`config.mk`:
```
export PLATFORM = sky130hd
export DESIGN_NAME = two_level_priority_thread_scheduler
export DESIGN_NICKNAME = d
export VERILOG_FILES = /design/src/hw/rtl/tlpts_pkg.sv /design/src/hw/rtl/tlpts_fifo.sv /design/src/hw/rtl/tlpts_core.sv /design/src/hw/rtl/tlpts_skid.sv /design/src/hw/rtl/two_level_priority_thread_scheduler.sv
export SDC_FILE = /design/constraint.sdc
export NUM_CORES = 1
export LEC_CHECK = 0
export BUFFER_PORTS_ARGS = -buffer_cell sky130_fd_sc_hd__clkbuf_2
export CORE_MARGIN = 2
export CORE_UTILIZATION = 36
export DETAILED_ROUTE_END_ITERATION = 10
export PLACE_DENSITY = 0.56
export SKIP_LAST_GASP = 1
export SYNTH_ARGS = -nofsm -noshare
export SYNTH_HDL_FRONTEND = slang
export SYNTH_SLANG_ARGS = --single-unit
```
`constraint.sdc`:
```
create_clock -name clk -period 4.55 [get_ports clk]
set_clock_uncertainty 0.2 [all_clocks]
set_input_delay 0.455 -clock clk [delete_from_list [all_inputs] [get_ports clk]]
set_output_delay 0.455 -clock clk [all_outputs]
set_load 0.02 [all_outputs]
```
`src/hw/rtl/tlpts_pkg.sv`:
```
// ----------------------------------------------------------------------------
// Two-level priority thread scheduler package
// Shared constants, event and status codes, and the result flag group.
// ----------------------------------------------------------------------------
package tlpts_pkg;

  localparam int THREADS_DEFAULT = 16;
  localparam logic [15:0] QUANTUM_RESET = 16'd10;

  typedef enum logic [1:0] {
    FUNC_CREATE = 2'd0,
    FUNC_TICK   = 2'd1,
    FUNC_EXIT   = 2'd2
  } func_t;

  typedef enum logic [1:0] {
    STATUS_OK   = 2'd0,
    STATUS_FULL = 2'd1,
    STATUS_DONE = 2'd2
  } status_t;

  typedef struct packed {
    status_t status;
    logic    switched;
    logic    preempted;
  } result_flags_t;

endpackage

```
`src/hw/rtl/tlpts_fifo.sv`:
```
// ----------------------------------------------------------------------------
// Slot queue
// Circular queue of slot numbers with head and count, push and pop per cycle.
// ----------------------------------------------------------------------------
module tlpts_fifo #(
  parameter int DEPTH = tlpts_pkg::THREADS_DEFAULT,
  localparam int W    = $clog2(DEPTH),
  localparam int CW   = $clog2(DEPTH + 1)
) (
  input  logic          clk,
  input  logic          rst,
  input  logic          push,
  input  logic [W-1:0]  push_data,
  input  logic          pop,
  output logic [W-1:0]  head_data,
  output logic [CW-1:0] count
);

  localparam int SW = W + 1;

  logic [W-1:0]  ent [DEPTH];
  logic [W-1:0]  head;
  logic [W-1:0]  head_next;
  logic [CW-1:0] count_next;
  logic [SW-1:0] tail_sum;
  logic [W-1:0]  tail;
  logic          push_ok;

  assign push_ok   = push && (count < CW'(DEPTH));
  assign tail_sum  = {1'b0, head} + SW'(count);
  assign tail      = (tail_sum >= SW'(DEPTH)) ? W'(tail_sum - SW'(DEPTH)) : W'(tail_sum);
  assign head_data = ent[head];

  always_comb begin
    head_next  = head;
    count_next = count;
    if (pop) begin
      head_next = (head == W'(DEPTH - 1)) ? '0 : head + W'(1);
    end
    if (push_ok && !pop) begin
      count_next = count + CW'(1);
    end else if (!push_ok && pop) begin
      count_next = count - CW'(1);
    end
  end

  always_ff @(posedge clk) begin
    if (rst) begin
      head  <= '0;
      count <= '0;
    end else begin
      head  <= head_next;
      count <= count_next;
    end
  end

  always_ff @(posedge clk) begin
    if (push_ok) begin
      ent[tail] <= push_data;
    end
  end

endmodule

```
`src/hw/rtl/tlpts_core.sv`:
```
// ----------------------------------------------------------------------------
// Scheduler core
// Slot tables, run queues, quantum counter and the per-event decision logic.
// ----------------------------------------------------------------------------
module tlpts_core #(
  parameter int THREADS = tlpts_pkg::THREADS_DEFAULT,
  localparam int SLOT_W = $clog2(THREADS),
  localparam int CW     = $clog2(THREADS + 1)
) (
  input  logic                      clk,
  input  logic                      rst,
  input  logic                      cfg_we,
  input  logic [15:0]               cfg_data,
  input  logic                      fire,
  input  logic [1:0]                func,
  input  logic                      priority_req,
  output tlpts_pkg::result_flags_t  flags,
  output logic [SLOT_W-1:0]         new_slot,
  output logic [SLOT_W-1:0]         running_slot,
  output logic [SLOT_W-1:0]         previous_slot
);

  logic [15:0]        quantum;
  logic [THREADS-1:0] slot_used;
  logic [THREADS-1:0] slot_used_next;
  logic [THREADS-1:0] slot_high;
  logic [THREADS-1:0] slot_high_next;
  logic [SLOT_W-1:0]  current_slot;
  logic [SLOT_W-1:0]  current_slot_next;
  logic [15:0]        ticks_left;
  logic [15:0]        ticks_left_next;
  logic [15:0]        tick_dec;
  logic               all_done;
  logic               all_done_next;

  logic               free_found;
  logic [SLOT_W-1:0]  free_idx;

  logic               hi_push;
  logic               hi_pop;
  logic [SLOT_W-1:0]  hi_push_data;
  logic [SLOT_W-1:0]  hi_head;
  logic [CW-1:0]      hi_count;
  logic               lo_push;
  logic               lo_pop;
  logic [SLOT_W-1:0]  lo_push_data;
  logic [SLOT_W-1:0]  lo_head;
  logic [CW-1:0]      lo_count;

  tlpts_fifo #(.DEPTH(THREADS)) u_high_fifo (
    .clk       (clk),
    .rst       (rst),
    .push      (hi_push),
    .push_data (hi_push_data),
    .pop       (hi_pop),
    .head_data (hi_head),
    .count     (hi_count)
  );

  tlpts_fifo #(.DEPTH(THREADS)) u_low_fifo (
    .clk       (clk),
    .rst       (rst),
    .push      (lo_push),
    .push_data (lo_push_data),
    .pop       (lo_pop),
    .head_data (lo_head),
    .count     (lo_count)
  );

  always_comb begin
    free_found = 1'b0;
    free_idx   = '0;
    for (int i = THREADS - 1; i >= 0; i--) begin
      if (!slot_used[i]) begin
        free_found = 1'b1;
        free_idx   = SLOT_W'(i);
      end
    end
  end

  assign tick_dec = ticks_left - 16'd1;

  always_comb begin
    slot_used_next    = slot_used;
    slot_high_next    = slot_high;
    current_slot_next = current_slot;
    ticks_left_next   = ticks_left;
    all_done_next     = all_done;
    hi_push           = 1'b0;
    hi_pop            = 1'b0;
    hi_push_data      = free_idx;
    lo_push           = 1'b0;
    lo_pop            = 1'b0;
    lo_push_data      = current_slot;
    flags.status      = tlpts_pkg::STATUS_OK;
    flags.switched    = 1'b0;
    flags.preempted   = 1'b0;
    new_slot          = '0;
    if (fire) begin
      if (all_done) begin
        flags.status = tlpts_pkg::STATUS_DONE;
      end else begin
        case (tlpts_pkg::func_t'(func))
          tlpts_pkg::FUNC_CREATE: begin
            if (!free_found) begin
              flags.status = tlpts_pkg::STATUS_FULL;
            end else begin
              slot_used_next[free_idx] = 1'b1;
              slot_high_next[free_idx] = priority_req;
              hi_push                  = priority_req;
              lo_push                  = !priority_req;
              lo_push_data             = free_idx;
              new_slot                 = free_idx;
            end
          end
          tlpts_pkg::FUNC_TICK: begin
            if (!slot_high[current_slot]) begin
              ticks_left_next = tick_dec;
              if (hi_count != '0) begin
                lo_push           = 1'b1;
                hi_pop            = 1'b1;
                current_slot_next = hi_head;
                if (!slot_high[hi_head]) begin
                  ticks_left_next = quantum;
                end
                flags.switched  = 1'b1;
                flags.preempted = 1'b1;
              end else if (tick_dec == 16'd0) begin
                ticks_left_next = quantum;
                if (lo_count != '0) begin
                  lo_push           = 1'b1;
                  lo_pop            = 1'b1;
                  current_slot_next = lo_head;
                  flags.switched    = 1'b1;
                end
              end
            end
          end
          tlpts_pkg::FUNC_EXIT: begin
            slot_used_next[current_slot] = 1'b0;
            if (hi_count != '0) begin
              hi_pop            = 1'b1;
              current_slot_next = hi_head;
              if (!slot_high[hi_head]) begin
                ticks_left_next = quantum;
              end
              flags.switched = 1'b1;
            end else if (lo_count != '0) begin
              lo_pop            = 1'b1;
              current_slot_next = lo_head;
              if (!slot_high[lo_head]) begin
                ticks_left_next = quantum;
              end
              flags.switched = 1'b1;
            end else begin
              all_done_next = 1'b1;
              flags.status  = tlpts_pkg::STATUS_DONE;
            end
          end
          default: begin
          end
        endcase
      end
    end
  end

  assign running_slot  = current_slot_next;
  assign previous_slot = current_slot;

  always_ff @(posedge clk) begin
    if (rst) begin
      quantum      <= tlpts_pkg::QUANTUM_RESET;
      slot_used    <= THREADS'(1);
      slot_high    <= '0;
      current_slot <= '0;
      ticks_left   <= tlpts_pkg::QUANTUM_RESET;
      all_done     <= 1'b0;
    end else begin
      if (cfg_we) begin
        quantum <= cfg_data;
      end
      slot_used    <= slot_used_next;
      slot_high    <= slot_high_next;
      current_slot <= current_slot_next;
      ticks_left   <= ticks_left_next;
      all_done     <= all_done_next;
    end
  end

endmodule

```
`src/hw/rtl/tlpts_skid.sv`:
```
// ----------------------------------------------------------------------------
// Result buffer
// Output register with a skid stage, so a stalled receiver costs no input slot.
// ----------------------------------------------------------------------------
module tlpts_skid #(
  parameter int DATA_W = 8
) (
  input  logic              clk,
  input  logic              rst,
  input  logic              in_fire,
  input  logic [DATA_W-1:0] in_data,
  output logic              full,
  output logic              out_valid,
  input  logic              out_stall,
  output logic [DATA_W-1:0] out_data
);

  logic              main_valid;
  logic [DATA_W-1:0] main_data;
  logic              skid_valid;
  logic [DATA_W-1:0] skid_data;

  assign full      = skid_valid;
  assign out_valid = main_valid;
  assign out_data  = main_data;

  always_ff @(posedge clk) begin
    if (rst) begin
      main_valid <= 1'b0;
      skid_valid <= 1'b0;
    end else if (main_valid && out_stall) begin
      if (in_fire) begin
        skid_valid <= 1'b1;
      end
    end else if (skid_valid) begin
      main_valid <= 1'b1;
      skid_valid <= 1'b0;
    end else begin
      main_valid <= in_fire;
    end
  end

  always_ff @(posedge clk) begin
    if (main_valid && out_stall) begin
      if (in_fire) begin
        skid_data <= in_data;
      end
    end else if (skid_valid) begin
      main_data <= skid_data;
    end else begin
      main_data <= in_data;
    end
  end

endmodule

```
`src/hw/rtl/two_level_priority_thread_scheduler.sv`:
```
// ----------------------------------------------------------------------------
// Two-level priority thread scheduler
// Fixed-priority preemption over round robin for a set of thread slots.
// ----------------------------------------------------------------------------
// Events arrive on the request channel (func, priority_req) under req_valid
// and req_stall; a transaction completes when valid is high and stall is low.
// Each event gives exactly one result on the response channel (status,
// new_slot, switched, preempted, running_slot, previous_slot) under rsp_valid
// and rsp_stall. The user must write the quantum through cfg_we and cfg_data
// only while the block is idle; the block does not enforce this. It applies
// at the next reload of the tick counter. An event is decided in the cycle it
// is accepted and its result is registered. One event is taken every cycle
// while req_stall is low; the lowest free slot search and the queue push and
// pop set that rate. When the receiver stalls, one further result is held in
// a skid stage and req_stall then rises until the output register drains.
// Reset frees every slot but slot zero, which runs at low priority, empties
// both queues, loads the quantum with ten ticks and clears the finished state.
// ----------------------------------------------------------------------------
module two_level_priority_thread_scheduler #(
  parameter int THREADS = tlpts_pkg::THREADS_DEFAULT,
  localparam int SLOT_W = $clog2(THREADS)
) (
  input  logic              clk,
  input  logic              rst,
  input  logic              cfg_we,
  input  logic [15:0]       cfg_data,
  input  logic              req_valid,
  output logic              req_stall,
  input  logic [1:0]        func,
  input  logic              priority_req,
  output logic              rsp_valid,
  input  logic              rsp_stall,
  output logic [1:0]        status,
  output logic [SLOT_W-1:0] new_slot,
  output logic              switched,
  output logic              preempted,
  output logic [SLOT_W-1:0] running_slot,
  output logic [SLOT_W-1:0] previous_slot
);

  localparam int FLAGS_W = $bits(tlpts_pkg::result_flags_t);
  localparam int DATA_W  = FLAGS_W + 3 * SLOT_W;

  logic                     fire;
  tlpts_pkg::result_flags_t core_flags;
  tlpts_pkg::result_flags_t rsp_flags;
  logic [SLOT_W-1:0]        core_new_slot;
  logic [SLOT_W-1:0]        core_running_slot;
  logic [SLOT_W-1:0]        core_previous_slot;
  logic [DATA_W-1:0]        rsp_data;

  assign fire = req_valid && !req_stall;

  tlpts_core #(.THREADS(THREADS)) u_core (
    .clk           (clk),
    .rst           (rst),
    .cfg_we        (cfg_we),
    .cfg_data      (cfg_data),
    .fire          (fire),
    .func          (func),
    .priority_req  (priority_req),
    .flags         (core_flags),
    .new_slot      (core_new_slot),
    .running_slot  (core_running_slot),
    .previous_slot (core_previous_slot)
  );

  tlpts_skid #(.DATA_W(DATA_W)) u_skid (
    .clk       (clk),
    .rst       (rst),
    .in_fire   (fire),
    .in_data   ({core_flags, core_new_slot, core_running_slot, core_previous_slot}),
    .full      (req_stall),
    .out_valid (rsp_valid),
    .out_stall (rsp_stall),
    .out_data  (rsp_data)
  );

  assign rsp_flags     = tlpts_pkg::result_flags_t'(rsp_data[DATA_W-1 -: FLAGS_W]);
  assign status        = rsp_flags.status;
  assign switched      = rsp_flags.switched;
  assign preempted     = rsp_flags.preempted;
  assign new_slot      = rsp_data[3*SLOT_W-1 -: SLOT_W];
  assign running_slot  = rsp_data[2*SLOT_W-1 -: SLOT_W];
  assign previous_slot = rsp_data[SLOT_W-1:0];

  a_stall_needs_result: assert property (@(posedge clk) disable iff (rst)
    req_stall |-> rsp_valid)
    else $error("request stalled with no result waiting");

  a_preempt_is_switch: assert property (@(posedge clk) disable iff (rst)
    (rsp_valid && preempted) |-> switched)
    else $error("preemption reported without a switch");

  a_full_no_change: assert property (@(posedge clk) disable iff (rst)
    (rsp_valid && status == tlpts_pkg::STATUS_FULL) |->
      (new_slot == '0 && !switched && running_slot == previous_slot))
    else $error("full create changed the running thread or gave a slot");

  a_done_no_switch: assert property (@(posedge clk) disable iff (rst)
    (rsp_valid && status == tlpts_pkg::STATUS_DONE) |->
      (!switched && !preempted && running_slot == previous_slot))
    else $error("finished status reported with a thread switch");

endmodule
```
==> results.toml, run 1 <==
[status]
status = "finished, final reports clean"

[placed_design]
io_buffers = 41
placedCellCount = 1502
place_congestion = 0.861
hpwl_um = 20200

[critical_path]
crit_path_end_kind = "flop"
required_ps = 4850
arrival_ps = 4660
critPathKind = "reg -> reg"
crit_path_start_kind = "flop"
critical_path.max_fanout = 6
r2r.worst_path.cells = 17

[flow_run]
cap_violations = 0

[yosys]
synth_flop_cell = "edfxtp_1"
syn-num-nets = 1065
synth_edf_count = 160
syn-cell-area_um2 = 12100
synth_mux_area_share_pct = 13.7
synth.distinct_cells = 73
synth_compound_area_share_pct = 10.1
synth.area.top_cells = "edfxtp_1, dfxtp_1, mux4_2, mux2i_1, nor2_1"
avgSynthCellArea_um2 = 11.9
synth-xor-area-share_pct = 1.74
yosys.area.top_type = "edfxtp_1"
ys_seq_area_share_pct = 55.8
synth_common_cells = "edfxtp_1, nor2_1, dfxtp_1"
yosysMostFrequentCell = "edfxtp_1"
synth_top_family_by_area = "multiplexers"
synthCells = 1016
synth_top_area_share_pct = 39.8
synth_adder_area_share_pct = 2.84
ys_warn_count = 0
yosys.area_share.simple_pct = 12.4
ys_seq_elements = 257
synthArstFlopShare_pct = 0

[cells_and_area]
multi_input_area_um2 = 4950
seq_area_um2 = 6750
drive_gt1_share_pct = 17.3
fin_cells = 1574
syn_to_final_growth_pct = 16.8
final_nets = 1152
num-fill-cells = 3162

[die]
ios = 42
dieArea_um2 = 35000
die_w_um = 187
core_area_um2 = 33300
die_h_um = 187
start_util_pct = 36.3
rows = 67

[clock_tree]
clk_pin_slew_worst_paths_ps = 60
cts_max_path_buffers = 3
cts_made_buffers = 28
cts.sinks = 257
cts_root_buf = "clkbuf_16"
worstSkewPairLatency_ps = 580
tritoncts = "built"
htree_levels = 1

[global_routing]
grt_use_met3_pct = 2.03
grt_start_max_net_pins = 80
antenna_found_initial = 0
use_met1_pct = 22.1
grt_pass1_vias = 8359
grt_pass1_wl_um = 46300
globalRouteTotalUtil_pct = 16.6
grt_use_met2_pct = 28.5
grt-ovfl-total = 0
grt.busiest_layer = "met2"

[power_and_ir_drop]
leakage_nw = 5.21
max-vdd-ir-drop_uv = 318
cellPowerDensity_nw_per_um2 = 382

[route]
avgViaCountPerCell = 5.28
route.antenna.remaining_nets = 0
wl_per_cell_um = 18.5
drc = 0
drt_iter0_markers = 516
wl_um = 29100
firstDrtPassIters = 5
vias = 8306

[sta]
hold_viol = 0
tightest_slew_ps = 1060
tns_ps = 0
max_clock_freq_mhz = 229
fin_crit_sh_pct = 95.9
period_needed_ps = 4360
relSlewSlack_pct = 28.8
finalMaxSlewViolations = 0
setup_viol = 0
rsz0062_at_grt = "true"

[min_path]
hold_class = "in -> reg"
whs_path_depth = 3
## power breakdown
| group | internal [W] | switching (W) | total, W | leakage, nW |
|---|---|---|---|---|
| Clock | 0.00136 | 0.000944 | 0.00231 | 0.448 |
| Combinational | 0.000199 | 0.000341 | 0.000540 | 2.46 |
| Sequential | 0.00252 | 0.0000348 | 0.00255 | 2.31 |
## cells in the final DEF (no fill, tap or decap), types with 6 or more instances in the layout
cell type,n
a211oi_1,17
a21oi_1,49
a21o_1,19
clkbuf_16,28
buf_4,49
inv_1,45
clkbuf_1,6
dlygate4sd3_1,17
and2_1,6
clkbuf_2,41
nand2_1,74
o32ai_1,10
nand4_1,10
nor2b_1,7
mux2i_1,67
a31oi_1,10
nor2_1,109
or4_1,6
mux2_2,10
nand3_1,33
xnor2_1,11
edfxtp_1,160
nand2b_1,7
nor4_1,19
xor2_1,13
ha_1,20
mux4_2,38
nor3_1,16
or3_1,7
clkinv_1,8
dfxtp_1,97
o21ai_0,29
## metrics by stage
step | hold slack (ps) | utilization, % | worst slack [ps] | total power (W) | cell area [µm²]
finish | 136 | 42.4 | 188 | 0.00540 | 14100
global route | 150 | 42.4 | -98.3 | 0.00559 | 14100
CTS | 114 | 42.3 | 52.1 | 0.00545 | 14100
detailed placement | 274 | 39.0 | 12.2 | 0.00312 | 13000
global placement | 276 | 39.0 | 113 | 0.00312 | 13000
floorplan | 206 | - | 8.85 | 0.00297 | 12100
## final timing paths
kind                   startpoint                         end  slack, ps
max          u_core.ticks_left[7]  u_core.u_low_fifo.count[4]        190
max reg2reg  u_core.ticks_left[7]  u_core.u_low_fifo.count[4]        190
min reg2reg     u_core.quantum[1]           u_core.quantum[1]        290
min                           rst         u_core.slot_used[0]        140
## per-layer routing
metal	vias to the layer above	share of wire (%)
met1	4073	45
met5	-	0
met4	0	2.6
met3	55	3.6
li1	3988	-
met2	190	48
## final cells by class
| cell class | instances | share of cell area (%) |
|---|---|---|
| clock inverters | 18 | 1.51 |
| clock buffers | 34 | 5.13 |
| multi-input cells | 663 | 35.1 |
| inverters | 46 | 1.22 |
| well taps | 448 | 3.97 |
| repair buffers | 107 | 5.27 |
| diodes | 1 | 0.0177 |
| flip-flops and latches | 257 | 47.8 |
## worst max-delay path, cell delays in order, from the launching register on
cell,delay (ps)
dfxtp_1,350
or4_1,600
or4_1,460
nor3_2,190
xor2_1,340
nor4_4,80
buf_4,150
a31oi_2,290
nor4_4,60
inv_1,70
ha_2,210
inv_1,90
ha_1,340
a21o_1,190
a21oi_1,170
xnor2_1,90
or3_1,300
a21oi_1,140
## sequential cells by signal, indices dropped and copies added (netlist names), named ones only
name,flops
u_core.quantum,16
u_core.u_high_fifo.count,5
u_core.ticks_left,16
u_core.u_high_fifo.ent,64
u_core.all_done,1
u_skid.out_data,16
u_skid.full,1
u_core.u_low_fifo.ent,64
u_core.previous_slot,4
u_core.slot_high,16
u_core.u_low_fifo.head,4
u_core.u_high_fifo.head,4
u_skid.skid_data,16
u_core.u_low_fifo.count,5
u_core.slot_used,16
u_skid.out_valid,1
## logic make-up after synthesis
group / Yosys count
DFF: 257
muxes: 116
and+or+nand+nor: 314
buffers and inverters: 96
xor gates and xnor gates: 24
adders and majority gates: 25
AOI/OAI and AO/OA: 184
## what timing repair did
item / CTS / global route
endpoints found under the setup margin: 1 / 3
gates resized for setup: 1 / 3
hold buffers: 17 / 0
buffers inserted: 0 / 2
pin swaps: 0 / 1
hold endpoints to repair: 18 / 0
Note: power is estimated with default switching activity, not from simulation.
==> inputs of run 2 (changes only) <==
--- a/config.mk
+++ b/config.mk
@@ -7,9 +7,9 @@
 export LEC_CHECK = 0
 export BUFFER_PORTS_ARGS = -buffer_cell sky130_fd_sc_hd__clkbuf_2
 export CORE_MARGIN = 2
-export CORE_UTILIZATION = 36
+export CORE_UTILIZATION = 53
 export DETAILED_ROUTE_END_ITERATION = 10
-export PLACE_DENSITY = 0.56
+export PLACE_DENSITY = 0.76
 export SKIP_LAST_GASP = 1
 export SYNTH_ARGS = -nofsm -noshare
 export SYNTH_HDL_FRONTEND = slang
==> run 2 against run 1 <==
Against the previous run:
- flip-flop and latch count stayed put
- first-iteration DRC count is 20% higher
- largest cell class unchanged
- highest routed layer unchanged
- largest power group unchanged
- non-clock buffer count is 3 lower
- critical endpoint unchanged
==> results.toml, run 2 (synthesized netlist as in run 1, its figures left out) <==
[die]
die_w_um = 155
core_area_um2 = 22500
start_util_pct = 53.7
rows = 55
dieArea_um2 = 24000
ios = 42
die_h_um = 155

[clock_tree]
clk_pin_slew_worst_paths_ps = 60
cts_made_buffers = 27
cts.sinks = 257
worstSkewPairLatency_ps = 540
cts_max_path_buffers = 3
htree_levels = 1
tritoncts = "built"
cts_root_buf = "clkbuf_16"

[critical_path]
path_cells = "inv_2 -> ha_2 -> or3b_4 -> or4_4 -> a21oi_2 -> o21ai_2 -> nor4_4 -> buf_4 -> buf_4 -> a31oi_4 -> nor4_4 -> inv_2 -> ha_4 -> inv_2 -> ha_1 -> a21o_1 -> a21oi_2 -> xnor2_1 -> or3_1 -> a21oi_2"
critPathKind = "reg -> reg"
worstReg2RegEnd = "u_core.u_low_fifo.count[4]"
crit_path_end_kind = "flop"
arrival_ps = 4670
endpoint = "u_core.u_low_fifo.count[4]"
required_ps = 4820
crit_path_start_kind = "flop"
r2r_slack_ps = 150
rr_startpoint = "u_core.ticks_left[1]"
critPathLaunch = "u_core.ticks_left[1]"
slowest_delay_ps = 420
r2r.worst_path.cells = 20
slowest_stage = "or4_4"
critical_path.max_fanout = 4

[route]
avgViaCountPerCell = 5.95
wl_um = 26400
drt_iter0_markers = 620
vias = 8365
route.antenna.remaining_nets = 0
wl_per_cell_um = 18.8
drc = 0
firstDrtPassIters = 5

[cells_and_area]
drive_gt1_share_pct = 18.5
syn_to_final_growth_pct = 14.9
top_regs = "u_core.u_high_fifo.ent x64, u_core.u_low_fifo.ent x64"
mostFrequentLayoutCells = "edfxtp_1, nor2_1, dfxtp_1"
final_core_utilization_pct = 61.7
mostFrequentLayoutCell = "edfxtp_1"
fin_cells = 1405
n_antenna_cell = 0
final_nets = 1148

[power_and_ir_drop]
p_clk_share_pct = 41.5
pwr-share-seq_pct = 48.3
leakage_nw = 5.19
p_sw_w = 0.00127
switching_share_pct = 24.0
cellPowerDensity_nw_per_um2 = 381
p_comb_share_pct = 10.2
max-vdd-ir-drop_uv = 299
p_int_w = 0.00402

[sta]
relSlewSlack_pct = 40.7
setup_viol = 0
hold_viol = 0
period_needed_ps = 4400
tightest_slew_ps = 889
hold-worst-slack_ps = 28.7
max_clock_freq_mhz = 227
finalMaxSlewViolations = 0
fin_crit_sh_pct = 96.8

[placed_design]
place_congestion = 0.884
placedCellCount = 1334
io_buffers = 41
hpwl_um = 18100

[global_routing]
grt-ovfl-total = 0
globalRouteTotalUtil_pct = 22.1
grt_start_max_net_pins = 80
antenna_found_initial = 0
grt_pass1_vias = 8185
grt_pass1_wl_um = 42800

[status]
status = "finished, final reports clean"

[flow_run]
cap_violations = 0

[min_path]
hold_class = "in -> reg"
run 2: cell types whose count changed in the layout (fill, tap and decap cells not counted), moves of 3 or more:
| cell | previous run | this run |
|---|---|---|
| clkinv_1 | 8 | 4 |
| a21oi_1 | 49 | 46 |
| a21oi_2 | 0 | 3 |
| clkinv_2 | 3 | 7 |
| inv_2 | 0 | 3 |
| inv_1 | 45 | 42 |
run 2: final cells by class:
cell class | count | area (µm²)
Inverter | 46 | 173
Clock inverter | 16 | 171
Clock buffer | 34 | 722
Sequential cell | 257 | 6750
Multi-Input combinational cell | 663 | 4990
Tap cell | 285 | 357
Fill cell | 1705 | 8620
Timing Repair Buffer | 104 | 718
run 2: how the worst min path moves through the flow:
stage                             from                   to  slack, ps  cells after the start
2_1_floorplan  u_core.previous_slot[0]  u_skid.skid_data[0]        210                      0
3_3_place_gp         u_core.quantum[1]    u_core.quantum[1]        260                      2
3_5_place_dp         u_core.quantum[1]    u_core.quantum[1]        270                      2
4_1_cts                      req_valid     u_skid.out_valid         10                      3
5_1_grt                      req_valid     u_skid.out_valid         50                      3
6_report                     req_valid     u_skid.out_valid         30                      3
run 2: timing repair:
item	CTS	global route
buffers inserted	0	5
hold buffers	16	0
pin swaps	0	8
gates cloned	0	0
hold endpoints to repair	16	0
endpoints found under the setup margin	1	2
resized for setup	1	16
run 2: power by group through the flow:
| stage | registers, W | logic (W) | clock network [W] |
|---|---|---|---|
| finish | 0.00255 | 0.000540 | 0.00219 |
| global route | 0.00256 | 0.000593 | 0.00232 |
| CTS | 0.00255 | 0.000522 | 0.00223 |
| detailed placement | 0.00260 | 0.000506 | 0 |
| global placement | 0.00260 | 0.000498 | 0 |
| floorplan | 0.00261 | 0.000365 | 0 |
run 2: through the flow:
stage	power, W	TNS (ps)	setup slack [ps]	instance area, µm²
floorplan	0.00297	0	8.85	12100
CTS	0.00530	0	13.2	13800
global route	0.00546	-5.04	-5.04	13900
finish	0.00528	0	146	13900
detailed placement	0.00311	0	32.2	12700
global placement	0.00310	0	142	12700
run 2: worst max-delay path: cells and delay by family, from the launching register on:
| kind | cells | cell delay, ps |
|---|---|---|
| AND/OR/NAND/NOR | 5 | 1750 |
| AO/OA/AOI/OAI | 6 | 850 |
| adder cells (fa/ha/maj) | 3 | 610 |
| buffers and inverters | 5 | 480 |
| flip-flops | 1 | 330 |
| XOR/XNOR | 1 | 80 |
run 2: layer usage:
metal / share of wire (%) / up-vias / GRT usage (%)
met5: 0 / - / 0
li1: - / 3989 / -
met1: 44 / 4019 / 31.0
met4: 2.4 / 0 / 6.53
met3: 6.4 / 51 / 3.87
met2: 47 / 306 / 35.8
==> inputs of run 3 (changes only) <==
--- a/config.mk
+++ b/config.mk
@@ -9,7 +9,7 @@
 export CORE_MARGIN = 2
 export CORE_UTILIZATION = 53
 export DETAILED_ROUTE_END_ITERATION = 10
-export PLACE_DENSITY = 0.76
+export PLACE_DENSITY = 0.73
 export SKIP_LAST_GASP = 1
 export SYNTH_ARGS = -nofsm -noshare
 export SYNTH_HDL_FRONTEND = slang
==> run 3 against run 2 <==
Against the previous run:
- combinational power about the same
- count of clock-buffer cells in the layout up 3
- die area is the same
- core utilization down 0.26 points
- via count up 1.3%
- flip-flop and latch count is the same
- critical endpoint unchanged
- worst hold slack got worse by 11 ps
- worst setup slack better by 73 ps
- sequential power about the same
==> results.toml, run 3 (synthesized netlist as in run 1, its figures left out) <==
[status]
status = "finished, final reports clean"

[sta]
tightest_slew_ps = 892
fin_crit_sh_pct = 95.2
max_clock_freq_mhz = 231
setup_viol = 0
relSlewSlack_pct = 40.5
finalMaxSlewViolations = 0
period_needed_ps = 4330
tns_ps = 0
hold_viol = 0
rsz0062_at_grt = "false"

[route]
drt_iter0_markers = 744
wl_per_cell_um = 19.5
firstDrtPassIters = 5
vias = 8470
route.antenna.remaining_nets = 0
wl_um = 27300
drc = 0
avgViaCountPerCell = 6.05

[die]
ios = 42
rows = 55
die_h_um = 155
dieArea_um2 = 24000
core_area_um2 = 22500
die_w_um = 155
start_util_pct = 53.7

[cells_and_area]
syn_to_final_growth_pct = 14.4
final_nets = 1145
mostFrequentLayoutCells = "edfxtp_1, nor2_1, dfxtp_1"
top_regs = "u_core.u_high_fifo.ent x64, u_core.u_low_fifo.ent x64"
n_antenna_cell = 0
drive_gt1_share_pct = 17.7
num-fill-cells = 1764
final_area_um2 = 13800
mostFrequentLayoutCell = "edfxtp_1"

[clock_tree]
cts_max_path_buffers = 3
post_cts_buffers = 0
tritoncts = "built"
worstSkewPairLatency_ps = 550
htree_levels = 1
cts.sinks = 257
cts_made_buffers = 26
cts_root_buf = "clkbuf_16"
clk_pin_slew_worst_paths_ps = 60

[power_and_ir_drop]
p_sw_w = 0.00126
max-vdd-ir-drop_uv = 322
p_clk_share_pct = 41.2
p_int_w = 0.00399
p_comb_share_pct = 10.2
switching_share_pct = 24.1
pwr-share-seq_pct = 48.6
cellPowerDensity_nw_per_um2 = 380
leakage_nw = 5.17

[critical_path]
slowest_delay_ps = 410
crit_family = "simple AND/OR/NAND/NOR gates"
slowest_stage = "or4_1"
crit_path_start_kind = "flop"
critPathKind = "reg -> reg"
path_cells = "inv_1 -> ha_1 -> or3b_4 -> or4_1 -> a21oi_1 -> o21ai_1 -> nor4_2 -> buf_4 -> nand2_1 -> o21ai_1 -> a32o_1 -> nand3_2 -> inv_2 -> ha_4 -> inv_1 -> ha_4 -> a21o_1 -> a21oi_2 -> xnor2_1 -> or3_1 -> a21oi_1"
critical_path.max_fanout = 4
required_ps = 4820
path_buf_inv = 4
arrival_ps = 4600
crit_path_end_kind = "flop"

[placed_design]
hpwl_um = 18600
io_buffers = 41
place_congestion = 0.874
post_dp_cell_area_um2 = 12700

[global_routing]
grt-ovfl-total = 0
grt_start_max_net_pins = 80
antenna_found_initial = 0
globalRouteTotalUtil_pct = 22.6
grt_pass1_wl_um = 43400
grt_pass1_vias = 8191

[min_path]
hold_class = "in -> reg"

[flow_run]
cap_violations = 0
==> run 3: layout make-up <==
cell class                 instances  area (µm²)  area share [%]
tap                              285         357            2.58
timing repair buffer             102         703            5.09
inverter                          46         173            1.25
clock inverter                    11         126           0.914
multi-input combinational        663        4960            35.9
clock buffer                      37         753            5.45
sequential                       257        6750            48.8
==> run 3: worst paths after layout <==
path / endpoint / from / cells after the start / slack, ps
worst max register to register: u_core.u_low_fifo.count[4] / u_core.ticks_left[0] / 21 / 220
worst min-delay path: u_skid.full / req_valid / 3 / 20
worst min register to register: u_core.quantum[1] / u_core.quantum[1] / 2 / 280
worst max-delay path: u_core.u_low_fifo.count[4] / u_core.ticks_left[0] / 21 / 220
==> run 3: repair_timing <==
| item | in CTS | in global routing |
|---|---|---|
| endpoints found under the hold margin | 16 | 0 |
| hold buffers | 16 | 0 |
| resized for setup | 0 | 6 |
| endpoints found under the setup margin | 0 | 2 |
==> run 3: per-stage QoR <==
stage | utilization [%] | total power, W | hold slack (ps) | setup slack, ps | std cells
2_1_floorplan | - | 0.00297 | 206 | 8.85 | 1016
3_3_place_gp | 56.7 | 0.00310 | 258 | 214 | 1337
3_5_place_dp | 56.7 | 0.00311 | 274 | 149 | 1337
4_1_cts | 61.3 | 0.00527 | 12.4 | 56.4 | 1401
5_1_grt | 61.4 | 0.00543 | 34.4 | 3.53 | 1401
6_report | 61.4 | 0.00525 | 18.1 | 219 | 1401
==> run 3: tightest hold or removal path, delay by kind of cell <==
| family | cells | cell delay [ps] |
|---|---|---|
| buffers and inverters | 1 | 90 |
| and+or+nand+nor | 2 | 170 |
==> run 3: power groups by stage <==
stage | logic (W) | registers, W | clock network, W
6_report | 0.000538 | 0.00255 | 0.00216
3_3_place_gp | 0.000501 | 0.00260 | 0
5_1_grt | 0.000586 | 0.00255 | 0.00228
3_5_place_dp | 0.000509 | 0.00260 | 0
4_1_cts | 0.000524 | 0.00255 | 0.00219
2_1_floorplan | 0.000365 | 0.00261 | 0
==> run 3: per-layer routing <==
metal  track usage, %  share of wire (%)
met1             31.8                 44
met2             36.0                 46
met3             3.65                7.0
met4             7.58                3.3
met5            0.414                  0
